$ cat src/rtl/dda_pkg.sv
// ----------------------------------------------------------------------------
// dda_pkg
// Shared types and constants for the DDA line rasterizer: segment and pixel
// payloads, controller/datapath command and status, controller states.
// ----------------------------------------------------------------------------
package dda_pkg;

    localparam int COORD_W = 6;
    localparam int FB_SIZE = 64;

    // Largest remaining-pixel count after the first pixel of a segment
    localparam logic [COORD_W-1:0] MAX_REMAIN = COORD_W'(FB_SIZE - 1);

    typedef logic [COORD_W-1:0] coord_t;

    typedef struct packed {
        coord_t start_x;
        coord_t start_y;
        coord_t end_x;
        coord_t end_y;
    } seg_t;

    typedef struct packed {
        coord_t pixel_x;
        coord_t pixel_y;
        logic   last_pixel;
    } pix_t;

    typedef struct packed {
        logic load;
        logic advance;
    } dda_cmd_t;

    typedef struct packed {
        logic zero_len;
        logic last;
    } dda_status_t;

    typedef enum logic {
        ST_IDLE,
        ST_RUN
    } dda_state_t;

endpackage

$ cat src/rtl/dda_datapath.sv
// ----------------------------------------------------------------------------
// dda_datapath
// Segment setup and the integer error-term stepper. Holds the current pixel,
// the error term and the count of pixels still to go.
// ----------------------------------------------------------------------------
module dda_datapath (
    input  logic                clk,
    input  dda_pkg::seg_t       seg,
    input  dda_pkg::dda_cmd_t   cmd,
    output dda_pkg::dda_status_t status,
    output dda_pkg::pix_t       pix
);
    import dda_pkg::*;

    // Setup terms derived from the incoming segment
    logic   dx_neg;
    logic   dy_neg;
    coord_t adx;
    coord_t ady;
    logic   y_major;
    coord_t n_major;
    coord_t m_minor;
    logic   use_ceil;
    coord_t remain_init;

    // Stepper state
    coord_t x_reg, x_next;
    coord_t y_reg, y_next;
    coord_t err_reg, err_next;
    coord_t n_reg, n_next;
    coord_t m_reg, m_next;
    coord_t remain_reg, remain_next;
    logic   y_major_reg, y_major_next;
    logic   x_neg_reg, x_neg_next;
    logic   y_neg_reg, y_neg_next;

    logic [COORD_W:0] err_sum;
    logic             wrap;
    coord_t           err_step;
    coord_t           x_step;
    coord_t           y_step;

    always_comb
    begin
        dx_neg   = seg.end_x < seg.start_x;
        dy_neg   = seg.end_y < seg.start_y;
        adx      = dx_neg ? (seg.start_x - seg.end_x) : (seg.end_x - seg.start_x);
        ady      = dy_neg ? (seg.start_y - seg.end_y) : (seg.end_y - seg.start_y);
        y_major  = ady > adx;
        n_major  = y_major ? ady : adx;
        m_minor  = y_major ? adx : ady;
        // Ceil rounding is floor of (i*m + n - 1) / n: preload the error term
        use_ceil = y_major ? dx_neg : !dy_neg;
        remain_init = (n_major > MAX_REMAIN) ? MAX_REMAIN : n_major;
    end

    always_comb
    begin
        err_sum  = {1'b0, err_reg} + {1'b0, m_reg};
        wrap     = err_sum >= {1'b0, n_reg};
        err_step = wrap ? COORD_W'(err_sum - {1'b0, n_reg}) : err_sum[COORD_W-1:0];
        x_step   = x_neg_reg ? (x_reg - coord_t'(1)) : (x_reg + coord_t'(1));
        y_step   = y_neg_reg ? (y_reg - coord_t'(1)) : (y_reg + coord_t'(1));
    end

    always_comb
    begin
        x_next       = x_reg;
        y_next       = y_reg;
        err_next     = err_reg;
        n_next       = n_reg;
        m_next       = m_reg;
        remain_next  = remain_reg;
        y_major_next = y_major_reg;
        x_neg_next   = x_neg_reg;
        y_neg_next   = y_neg_reg;
        priority if (cmd.load)
        begin
            x_next       = seg.start_x;
            y_next       = seg.start_y;
            err_next     = use_ceil ? (n_major - coord_t'(1)) : '0;
            n_next       = n_major;
            m_next       = m_minor;
            remain_next  = remain_init;
            y_major_next = y_major;
            x_neg_next   = dx_neg;
            y_neg_next   = dy_neg;
        end
        else if (cmd.advance)
        begin
            err_next    = err_step;
            remain_next = remain_reg - coord_t'(1);
            // Major axis always steps; minor axis steps when the error term wraps
            if (y_major_reg)
            begin
                y_next = y_step;
                if (wrap)
                begin
                    x_next = x_step;
                end
            end
            else
            begin
                x_next = x_step;
                if (wrap)
                begin
                    y_next = y_step;
                end
            end
        end
    end

    always_ff @(posedge clk)
    begin
        x_reg       <= x_next;
        y_reg       <= y_next;
        err_reg     <= err_next;
        n_reg       <= n_next;
        m_reg       <= m_next;
        remain_reg  <= remain_next;
        y_major_reg <= y_major_next;
        x_neg_reg   <= x_neg_next;
        y_neg_reg   <= y_neg_next;
    end

    always_comb
    begin
        status.zero_len = n_major == '0;
        status.last     = remain_reg == '0;
        pix.pixel_x     = x_reg;
        pix.pixel_y     = y_reg;
        pix.last_pixel  = remain_reg == '0;
    end

endmodule

$ cat src/rtl/dda_ctrl.sv
// ----------------------------------------------------------------------------
// dda_ctrl
// Controller for the rasterizer: takes a segment when idle, then presents
// one pixel per cycle while pix_ready is high, until the last pixel transaction completes.
// ----------------------------------------------------------------------------
module dda_ctrl (
    input  logic                 clk,
    input  logic                 rst_n,
    input  logic                 seg_valid,
    output logic                 seg_ready,
    output logic                 pix_valid,
    input  logic                 pix_ready,
    input  dda_pkg::dda_status_t status,
    output dda_pkg::dda_cmd_t    cmd
);
    import dda_pkg::*;

    dda_state_t state_reg, state_next;

    always_ff @(posedge clk or negedge rst_n)
    begin
        if (!rst_n)
        begin
            state_reg <= ST_IDLE;
        end
        else
        begin
            state_reg <= state_next;
        end
    end

    always_comb
    begin
        state_next = state_reg;
        unique case (state_reg)
            ST_IDLE:
            begin
                // Drop zero-length segments without leaving idle
                if (seg_valid && !status.zero_len)
                begin
                    state_next = ST_RUN;
                end
            end
            ST_RUN:
            begin
                if (pix_ready && status.last)
                begin
                    state_next = ST_IDLE;
                end
            end
            default:
            begin
                state_next = ST_IDLE;
            end
        endcase
    end

    always_comb
    begin
        seg_ready   = 1'b0;
        pix_valid   = 1'b0;
        cmd.load    = 1'b0;
        cmd.advance = 1'b0;
        unique case (state_reg)
            ST_IDLE:
            begin
                seg_ready = 1'b1;
                cmd.load  = seg_valid;
            end
            ST_RUN:
            begin
                pix_valid   = 1'b1;
                cmd.advance = pix_ready && !status.last;
            end
            default:
            begin
                seg_ready = 1'b0;
            end
        endcase
    end

endmodule

$ cat src/rtl/dda_line_rasterizer.sv
// ----------------------------------------------------------------------------
// dda_line_rasterizer
// Line segment rasterizer with an exact integer error term in place of the
// fractional DDA accumulator.
// ----------------------------------------------------------------------------
// A segment is taken while the block is idle; its pixels then leave one
// per cycle while pix_ready is high, from start to end, the final one
// flagged by last_pixel, so a segment whose major-axis extent is n takes
// a setup step and then n + 1 pixels (at most 64). The rate is set by the
// single error-term stepper, which advances one pixel per completed pixel
// transaction. A zero-length segment is consumed while idle and produces
// no pixels. The x axis is major when both extents are equal. Pixel
// outputs come straight from registers.
module dda_line_rasterizer (
    input  logic           clk,
    input  logic           rst_n,
    input  logic           seg_valid,
    output logic           seg_ready,
    input  dda_pkg::seg_t  seg,
    output logic           pix_valid,
    input  logic           pix_ready,
    output dda_pkg::pix_t  pix
);
    import dda_pkg::*;

    dda_cmd_t    cmd;
    dda_status_t status;

    dda_ctrl u_ctrl (
        .clk       (clk),
        .rst_n     (rst_n),
        .seg_valid (seg_valid),
        .seg_ready (seg_ready),
        .pix_valid (pix_valid),
        .pix_ready (pix_ready),
        .status    (status),
        .cmd       (cmd)
    );

    dda_datapath u_datapath (
        .clk    (clk),
        .seg    (seg),
        .cmd    (cmd),
        .status (status),
        .pix    (pix)
    );

endmodule
$ cat config.mk
export PLATFORM = sky130hd
export DESIGN_NAME = dda_line_rasterizer
export DESIGN_NICKNAME = d
export VERILOG_FILES = /design/src/rtl/dda_pkg.sv /design/src/rtl/dda_datapath.sv /design/src/rtl/dda_ctrl.sv /design/src/rtl/dda_line_rasterizer.sv
export SDC_FILE = /design/constraint.sdc
export NUM_CORES = 1
export LEC_CHECK = 0
export ABC_AREA = 1
export BUFFER_PORTS_ARGS = -buffer_cell sky130_fd_sc_hd__buf_2
export CORE_UTILIZATION = 45
export CTS_CLUSTER_SIZE = 16
export DETAILED_ROUTE_END_ITERATION = 10
export PLACE_DENSITY = 0.66
export SYNTH_ARGS = -nofsm -noshare
export SYNTH_HDL_FRONTEND = slang
export SYNTH_SLANG_ARGS = --single-unit
$ cat constraint.sdc
create_clock -name clk -period 3.01 [get_ports clk]
set_input_delay 0.903 -clock clk [delete_from_list [all_inputs] [get_ports clk]]
set_output_delay 0.903 -clock clk [all_outputs]
set_load 0.05 [all_outputs]
# Yosys cells after proc, flatten, opt, wreduce, memory -nomap -nowiden
# Cells that the tools add are included.
# Widths: inputs -> output; s select.
[word_totals] reg_bits=40 inputBits=28 output_inout_bits=15
[classes] add_sub_neg=12 n_lt_le_gt_ge=5 n_eq_ne=1 mux=29 bitwise_logic=1 n_reduce_logical=12
[ops] op="$mux 6" n=21
[ops] op="$sub 6x6->6" n=5
[ops] op="$sub 6x1->6 const B" n=4
[ops] op="$add 6x1->6 const B" n=2
[ops] op="$logic_not 6->1" n=2
[ops] op="$lt 6x6->1" n=2
[ops] op="$add 6x6->7" n=1
[ops] op="$ge 7x6->1" n=1
[ops] op="$mux 1" n=7
[ops] op="$gt 6x6->1" n=1
[ops] op="$gt 6x6->1 const B" n=1
[ops] op="$reduce_and 2->1" n=2
[ops] op="$logic_and 1x1->1" n=3
[ops] op="$logic_not 1->1" n=3
[ops] op="$ne 3x3->1 const B" n=1
[ops] op="$reduce_bool 3->1" n=1
[ops] op="$pmux 1 s2" n=1
[ops] op="$reduce_bool 2->1" n=1
[ops] op="$not 1->1" n=1

# Depth between registers and ports, before layout
# Gate-level depths: netlist (run 1).
[depth] ltp_word=9 mapped_depth=27 depth_no_buf=26

# Hierarchy
# Synthesis (run 1) repeated with hierarchy kept, for this count alone.
[hier_totals] hier_cells=575 area_unflattened_um2=4214.0
[modules_own_cells] module="dda_datapath" instances=1 cells_per_inst=564 area_each_um2=4150.2
[modules_own_cells] module="dda_ctrl" instances=1 cells_per_inst=11 area_each_um2=63.8

# Worst setup path after synthesis (run 1)
# Ideal clock, no wire load.
[synth_path] path_kind="input -> register" start="in seg[0] in the netlist's numbering" end="reg u_datapath.err_reg[3], data pin" setup_ns=0.256 arrival_ns=3.559 required_time_ns=2.754 setup_slack_ns=-0.805 cell_stages=23 n_path_buf=0 cell_sequence="inv_1 ha_1 inv_1 fa_1 nand2_1 nand3_1 nand3_1 nand2_1 nand2_1 nand3b_1 and2_1 ha_1 nand2_1 nor2_1 nand3_1 nand2_4 nand2_1 nand2_1 nand3_4 nor2_1 nor2_1 o21ai_1 nand2_1"
[synth_between] elab_chain_cells=7 word_cells_on_any_way=11
[synth_lines] element="from (decl)" line="dda_line_rasterizer.sv:19" text="input dda_pkg::seg_t seg,"
[synth_lines] element="$sub 6x6->6 or $lt 6x6->1 (tied branches)" line="dda_datapath.sv:48, dda_datapath.sv:46"
[synth_lines] element="$mux 6" line="dda_datapath.sv:48" text="ady = dy_neg ? (seg.start_y - seg.end_y) : (seg.end_y - seg.start_y);"
[synth_lines] element="$gt 6x6->1" line="dda_datapath.sv:49" text="y_major = ady > adx;"
[synth_lines] element="$mux 6" line="dda_datapath.sv:50" text="n_major = y_major ? ady : adx;"
[synth_lines] element="$sub 6x1->6" line="dda_datapath.sv:81" text="err_next = use_ceil ? (n_major - coord_t'(1)) : '0;"
[synth_lines] element="$mux 6 *" line="dda_datapath.sv:81"
[synth_lines] element="$mux 6 *" line="dda_datapath.sv:77" text="priority if (cmd.load)"
[synth_lines] element="via u_datapath.err_next[3]" line="dda_datapath.sv:29" text="coord_t err_reg, err_next;"
[synth_lines] element="to (signal assigned)" line="dda_datapath.sv:117" text="err_reg <= err_next;"
[synth_lines] element="to (decl)" line="dda_datapath.sv:29"
# The timed path passes the listed nets; every way through them passes the cells marked *.
# A chain may end at the register's enable or synchronous reset.

# Worst setup path in the final report (run 1)
[layout_path] start="in seg[0] in the netlist's numbering" end="reg u_datapath.err_reg[3], data pin"
[layout_between] elab_chain_cells=7 word_cells_on_any_way=11
[layout_lines] element="$lt 6x6->1 *" line="dda_datapath.sv:46" text="dy_neg = seg.end_y < seg.start_y;"
[layout_lines] element="via u_datapath.dy_neg" line="dda_datapath.sv:17" text="logic dy_neg;"
[layout_lines] element="$mux 6 *" line="dda_datapath.sv:48"
[layout_lines] element="$gt 6x6->1" line="dda_datapath.sv:49"
[layout_lines] element="$mux 6 *" line="dda_datapath.sv:50"
[layout_lines] element="via u_datapath.n_major[2]" line="dda_datapath.sv:21" text="coord_t n_major;"
[layout_lines] element="$sub 6x1->6 *" line="dda_datapath.sv:81"
[layout_lines] element="$mux 6 *" line="dda_datapath.sv:81"
[layout_lines] element="$mux 6 *" line="dda_datapath.sv:77"
[layout_lines] element="via u_datapath.err_next[3]" line="dda_datapath.sv:29"
# Marks and branches as above.

==> flow_summary_export.csv, run 1 <==
group,metric,value,unit
run_status,status,"complete, but fails checks",
floorplanning,ios,43,
worst_setup_path,crit_slowest_cell,"fa_2",
place,placed_area,5120,um^2
logic_synthesis,synth-simple-area-share,0.266,
logic_synthesis,synthesis.area,4130,um^2
logic_synthesis,async_reset_ff_frac,0.0250,
global_routing,grt_max_degree,22,
place,port_buffers,42,
worst_setup_path,critical_path_class,"primary input to register",
finish,fillers,709,
global_routing,grt_overflow,0,
finish,final_area,5790,um^2
clock_network,ctsHoldBuffers,0,
floorplanning,die_h,97.8,um
floorplanning,row_count,34,
pwr,power_density,1010,nW/um^2
sta,worstMarginPinSlew,0.563,ns
floorplanning,die_w,97.8,um
logic_synthesis,synth_cell_types,38,
worst_setup_path,crit_family,"simple AND/OR/NAND/NOR gates",
worst_setup_path,critPathBufInv,5,
global_routing,antenna_found_initial,0,
routing,dr.pass1.iters,5,
routing,finalWirelength,10600,um
finish,ff_latch_area,1200,um^2
logic_synthesis,synth_compound_area_frac,0.0921,
sta,setup_viol,25,
place,place_congestion,0.897,
logic_synthesis,synth_fa_ha_area_frac,0.190,
logic_synthesis,synthXorXnorAreaFrac,0.0509,
sta,setup_ws,-0.535,ns
logic_synthesis,ys.flop_type,"edfxtp_1",
sta,finalClockSkew,0.00637,ns
sta,rsz0062_at_grt,"true",
logic_synthesis,syn_inst,546,
logic_synthesis,synth_top_family_by_area,"simple AND/OR/NAND/NOR gates",
hold_path,hp-class,"primary input to asynchronous set/reset pin",
place,place_ws,-1.11,ns
clock_network,htreeDepth,2,
place,dp_hpwl,8070,um
floorplanning,die_area,9560,um^2
finish,fin_nets,781,
clock_network,cts-buffers-inserted,5,
clock_network,path_clk_slew,0.08,ns
clock_network,clk_latency,0.29,ns
routing,viasPerCell,4.95,
clock_network,cts.path.max_buffers,2,
global_routing,grt_pass1_wl,18100,um
logic_synthesis,syn_avg_cell_area,7.56,um^2
worst_setup_path,r2r_cells,14,
finish,final_util,0.657,
run_status,violations,"setup timing",
global_routing,grt_usage,0.232,
worst_setup_path,worstSetupStartpointType,"primary input",
pwr,ir_worst_vdd,0.000601,V
sta,drv_slew,0,
worst_setup_path,cp.required,3.06,ns
floorplanning,initial_utilization,0.469,
sta,post-route-period-util,1.18,
logic_synthesis,ys_ff_latch,40,
routing,drc,0,
finish,antenna_cells,0,
run,max-cap-violations,0,
clock_network,cts_tree,"done",
finish,drive_gt1_frac,0.392,
sta,finalSetupTns,-9.48,ns
logic_synthesis,yosysSeqAreaShare,0.290,
worst_setup_path,cp_max_fo,4,
finish,area_growth,40.1,%
sta,finalHoldViolations,0,
worst_setup_path,slowest_delay,0.37,ns
clock_network,root_buffer,"clkbuf_8",
worst_setup_path,cp_num_cells,25,
worst_setup_path,crit_top_cell,"nand2_1",
routing,vias,3979,
sta,post-route-min-period,3.55,ns
logic_synthesis,synth.net_count,632,
worst_setup_path,cp-end-kind,"register",
routing,routedWlPerCell,13.1,um
floorplanning,core_area,8810,um^2
routing,antenna_left,0,
finish,multi_input_area,2880,um^2
clock_network,clock-sinks,40,
logic_synthesis,yosysWarningCount,0,
worst_setup_path,worstPathArrival,3.60,ns
routing,drt_iter0_drc,162,
sta,max_slew_margin,0.622,
global_routing,grt_pass1_vias,4154,
logic_synthesis,synth_edf_count,39,
logic_synthesis,muxShareOfSynthArea,0,
sta,fmax,282,MHz
pwr,leakage,2.99,nW
[synthesized netlist by cell type, types with 3 or more instances]
master / instances / area (um^2)
fa_1: 8 / 160
buf_6: 6 / 67.6
nand2_2: 10 / 62.6
nand4_1: 5 / 31.3
a21oi_1: 22 / 110
inv_2: 4 / 15.0
xnor2_1: 9 / 78.8
xor2_1: 15 / 131
nand3_2: 3 / 30.0
nand2_1: 157 / 589
inv_1: 93 / 349
edfxtp_1: 39 / 1170
nand3_1: 37 / 185
o21ai_1: 5 / 25.0
o21ai_0: 30 / 150
nand2_4: 3 / 33.8
nor2_1: 21 / 78.8
ha_1: 50 / 626
clkbuf_1: 5 / 18.8
[path summary, 6_finish.rpt]
| kind | start | to | slack [ns] |
|---|---|---|---|
| max reg2reg | u_datapath.m_reg[0] | u_datapath.x_reg[4] | 0.13 |
| max | seg[0] | u_datapath.err_reg[3] | -0.54 |
| min reg2reg | u_ctrl.state_reg | u_ctrl.state_reg | 0.56 |
| min | rst_n | u_ctrl.state_reg | 0.37 |
| min in group clk | u_ctrl.state_reg | u_ctrl.state_reg | 0.56 |
| max in group asynchronous | rst_n | u_ctrl.state_reg | 2.56 |
[worst register-to-register path, delay by kind of cell, from the launching register on]
kind	cells	cell delay, ns
compound gates	3	0.50
flops	1	0.39
simple gates	3	0.27
fa+ha+maj	3	0.95
buf+inv	4	0.35
xor+xnor	1	0.13
[what timing repair did]
item                                    in CTS  in global routing
pin swaps                                   32                 12
buffers inserted                            16                  4
resized for setup                           76                 38
endpoints found under the setup margin      38                 38
[placed cells by master (no fill, tap or decap), types with 12 or more instances in the layout]
| master | synthesis | routed |
|---|---|---|
| inv_1 | 93 | 82 |
| xor2_1 | 15 | 13 |
| buf_2 | 0 | 41 |
| o21ai_0 | 30 | 17 |
| nand2_1 | 157 | 127 |
| nor2_1 | 21 | 18 |
| o21ai_1 | 5 | 14 |
| buf_4 | 1 | 108 |
| ha_1 | 50 | 38 |
| nand2_2 | 10 | 33 |
| edfxtp_1 | 39 | 39 |
| inv_2 | 4 | 12 |
| nand3_1 | 37 | 28 |
| a21oi_1 | 22 | 17 |
[layout make-up]
class / instances / share of cell area
inverters: 97 / 0.0664
clock inverters: 3 / 0.00735
multi-input cells: 397 / 0.497
repair buffers: 154 / 0.187
well taps: 108 / 0.0234
flip-flops and latches: 40 / 0.207
clock buffers: 5 / 0.0119
[power by group]
part | internal [mW] | leakage (nW) | switching, mW
combinational | 1.77 | 2.56 | 2.48
clock | 0.245 | 0.0541 | 0.194
sequential | 1.04 | 0.378 | 0.127
total | 3.06 | 2.99 | 2.80
[kinds of logic after synthesis]
logic type | count (synthesis)
fa+ha+maj | 58
compound gates | 70
flops | 40
simple gates | 245
xor+xnor | 24
buf+inv | 109
[through the flow]
| stage | cells | hold WS [ns] | total power [mW] |
|---|---|---|---|
| floorplan | 546 | 0.590 | 3.68 |
| global placement | 776 | 0.508 | 4.69 |
| detailed placement | 776 | 0.517 | 4.80 |
| CTS | 800 | 0.359 | 5.58 |
| global route | 804 | 0.354 | 6.38 |
| finish | 804 | 0.368 | 5.86 |
[routing by layer]
layer / GRT usage / vias up / share of wire
met2: 0.434 / 76 / 0.52
met5: 0 / - / 0
met3: 0.0208 / 9 / 0.030
met4: 0.0641 / 0 / 0.010
met1: 0.284 / 1850 / 0.44
li1: - / 2044 / -
(Power assumes the default switching activity.)
==> run 2: changes to the inputs <==
--- a/config.mk
+++ b/config.mk
@@ -7,6 +7,7 @@
 export LEC_CHECK = 0
 export ABC_AREA = 1
 export BUFFER_PORTS_ARGS = -buffer_cell sky130_fd_sc_hd__buf_2
+export CORE_ASPECT_RATIO = 2
 export CORE_UTILIZATION = 45
 export CTS_CLUSTER_SIZE = 16
 export DETAILED_ROUTE_END_ITERATION = 10
==> flow_summary_export.csv, run 2 (synthesis results as in run 1) <==
group,metric,value,unit
sta,rsz0062_at_grt,"true",
sta,post-route-min-period,3.76,ns
finish,fin_nets,804,
routing,viasPerCell,5.32,
place,dp_hpwl,8870,um
worst_setup_path,crit_slowest_cell,"fa_2",
global_routing,grt_usage,0.265,
global_routing,grt_pass1_vias,4475,
worst_setup_path,worstPathArrival,3.80,ns
finish,final_area,6250,um^2
floorplanning,die_w,69.7,um
place,dp.cells,774,
place,place_ws,-1.09,ns
worst_setup_path,cp_max_fo,8,
global_routing,busiest_layer,"met2",
sta,setup_viol,26,
sta,finalSetupTns,-11.70,ns
sta,finalClockSkew,0.00818,ns
sta,fmax,266,MHz
finish,most-common-layout-cells,"buf_4 (123), nand2_1 (118), inv_1 (81), buf_2 (40), edfxtp_1 (39)",
worst_setup_path,critical_path_class,"primary input to register",
global_routing,antenna_found_initial,0,
clock_network,cts.path.max_buffers,2,
run,max-cap-violations,0,
hold_path,hp-class,"primary input to asynchronous set/reset pin",
routing,drt_iter0_drc,221,
pwr,ir_worst_vdd,0.000549,V
worst_setup_path,slowest_delay,0.37,ns
sta,worstMarginPinSlew,0.525,ns
finish,ff_latch_area,1200,um^2
floorplanning,row_count,49,
sta,post-route-period-util,1.25,
sta,finalHoldViolations,0,
run_status,violations,"setup timing",
clock_network,clock-sinks,40,
finish,drive_gt1_frac,0.449,
floorplanning,die_h,137,um
global_routing,grt_overflow,0,
run_status,status,"complete, but fails checks",
finish,fin_cells,821,
sta,setup_ws,-0.745,ns
clock_network,cts_tree,"done",
place,place_congestion,0.885,
finish,final_util,0.699,
floorplanning,die_area,9590,um^2
place,placed_area,5150,um^2
global_routing,grt_pass1_wl,19800,um
sta,whs,0.389,ns
clock_network,clk_latency,0.29,ns
sta,max_slew_margin,0.648,
clock_network,path_clk_slew,0.06,ns
worst_setup_path,crit_top_cell,"nand2_2",
global_routing,met2_usage,0.540,
worst_setup_path,worstSetupStartpointType,"primary input",
routing,dr.pass1.iters,4,
place,port_buffers,42,
routing,vias,4364,
routing,antenna_left,0,
global_routing,met3_usage,0.0300,
worst_setup_path,cp-end-kind,"register",
floorplanning,core_area,8950,um^2
routing,finalWirelength,13300,um
worst_setup_path,cp.required,3.05,ns
clock_network,root_buffer,"clkbuf_16",
finish,final_common_cell,"buf_4",
pwr,leakage,3.17,nW
finish,area_growth,51.5,%
finish,fillers,602,
finish,multi_input_area,3100,um^2
routing,drc,0,
global_routing,grt_use_met1,0.219,
floorplanning,ios,43,
clock_network,htreeDepth,2,
pwr,p_total,6.55,mW
sta,drv_slew,0,
pwr,power_density,1050,nW/um^2
global_routing,grt_max_degree,22,
floorplanning,initial_utilization,0.461,
routing,routedWlPerCell,16.2,um
clock_network,cts-buffers-inserted,5,
finish,antenna_cells,0,
-- run 2: cell count changes in the layout (fill, tap and decap cells not counted), moves of 7 or more --
cell     previous run  this run
ha_4                8        15
buf_4             108       123
buf_6               4        11
nand2_1           127       118
-- run 2: final timing paths --
path / depth (start not counted) / from / slack, ns / endpoint
max: 26 / seg[0] / -0.75 / u_datapath.err_reg[4]
min: 1 / rst_n / 0.39 / u_ctrl.state_reg
max reg2reg: 15 / u_datapath.m_reg[0] / 0.08 / u_datapath.x_reg[0]
min reg2reg: 2 / u_ctrl.state_reg / 0.64 / u_ctrl.state_reg
max in group asynchronous: 1 / rst_n / 2.53 / u_ctrl.state_reg
min in group clk: 2 / u_ctrl.state_reg / 0.64 / u_ctrl.state_reg
-- run 2: worst max-delay path, delay by kind of cell --
family,cells,cell delay (ns)
AO/OA/AOI/OAI,1,0.23
AND/OR/NAND/NOR,16,1.38
adder cells (fa/ha/maj),3,0.76
buffers and inverters,5,0.32
XOR/XNOR,1,0.17
-- run 2: what timing repair did --
item	CTS	global route
setup buffers	31	9
setup endpoints to repair	38	38
pin swaps	47	31
gates resized for setup	106	69
hold buffers	0	0
endpoints found under the hold margin	0	0
cloned	1	0
-- run 2: power by group --
group | internal, mW | total [mW] | switching, mW
combinational | 2.06 | 4.86 | 2.81
sequential | 1.04 | 1.17 | 0.130
clock | 0.305 | 0.520 | 0.215
-- run 2: layout make-up --
type / instances / share of cell area
clock inverter: 3 / 0.00300
timing repair buffer: 176 / 0.205
timing repair inverter: 1 / 0.00180
sequential: 40 / 0.191
multi-input combinational: 397 / 0.496
tap: 102 / 0.0204
clock buffer: 5 / 0.0200
inverter: 97 / 0.0626
-- run 2: routing by layer --
metal	routed length, um	up-vias	part of all wire
li1	-	2104	-
met1	4270	2057	0.32
met2	7710	127	0.58
met3	329	76	0.025
met4	1030	0	0.077
met5	0	-	0
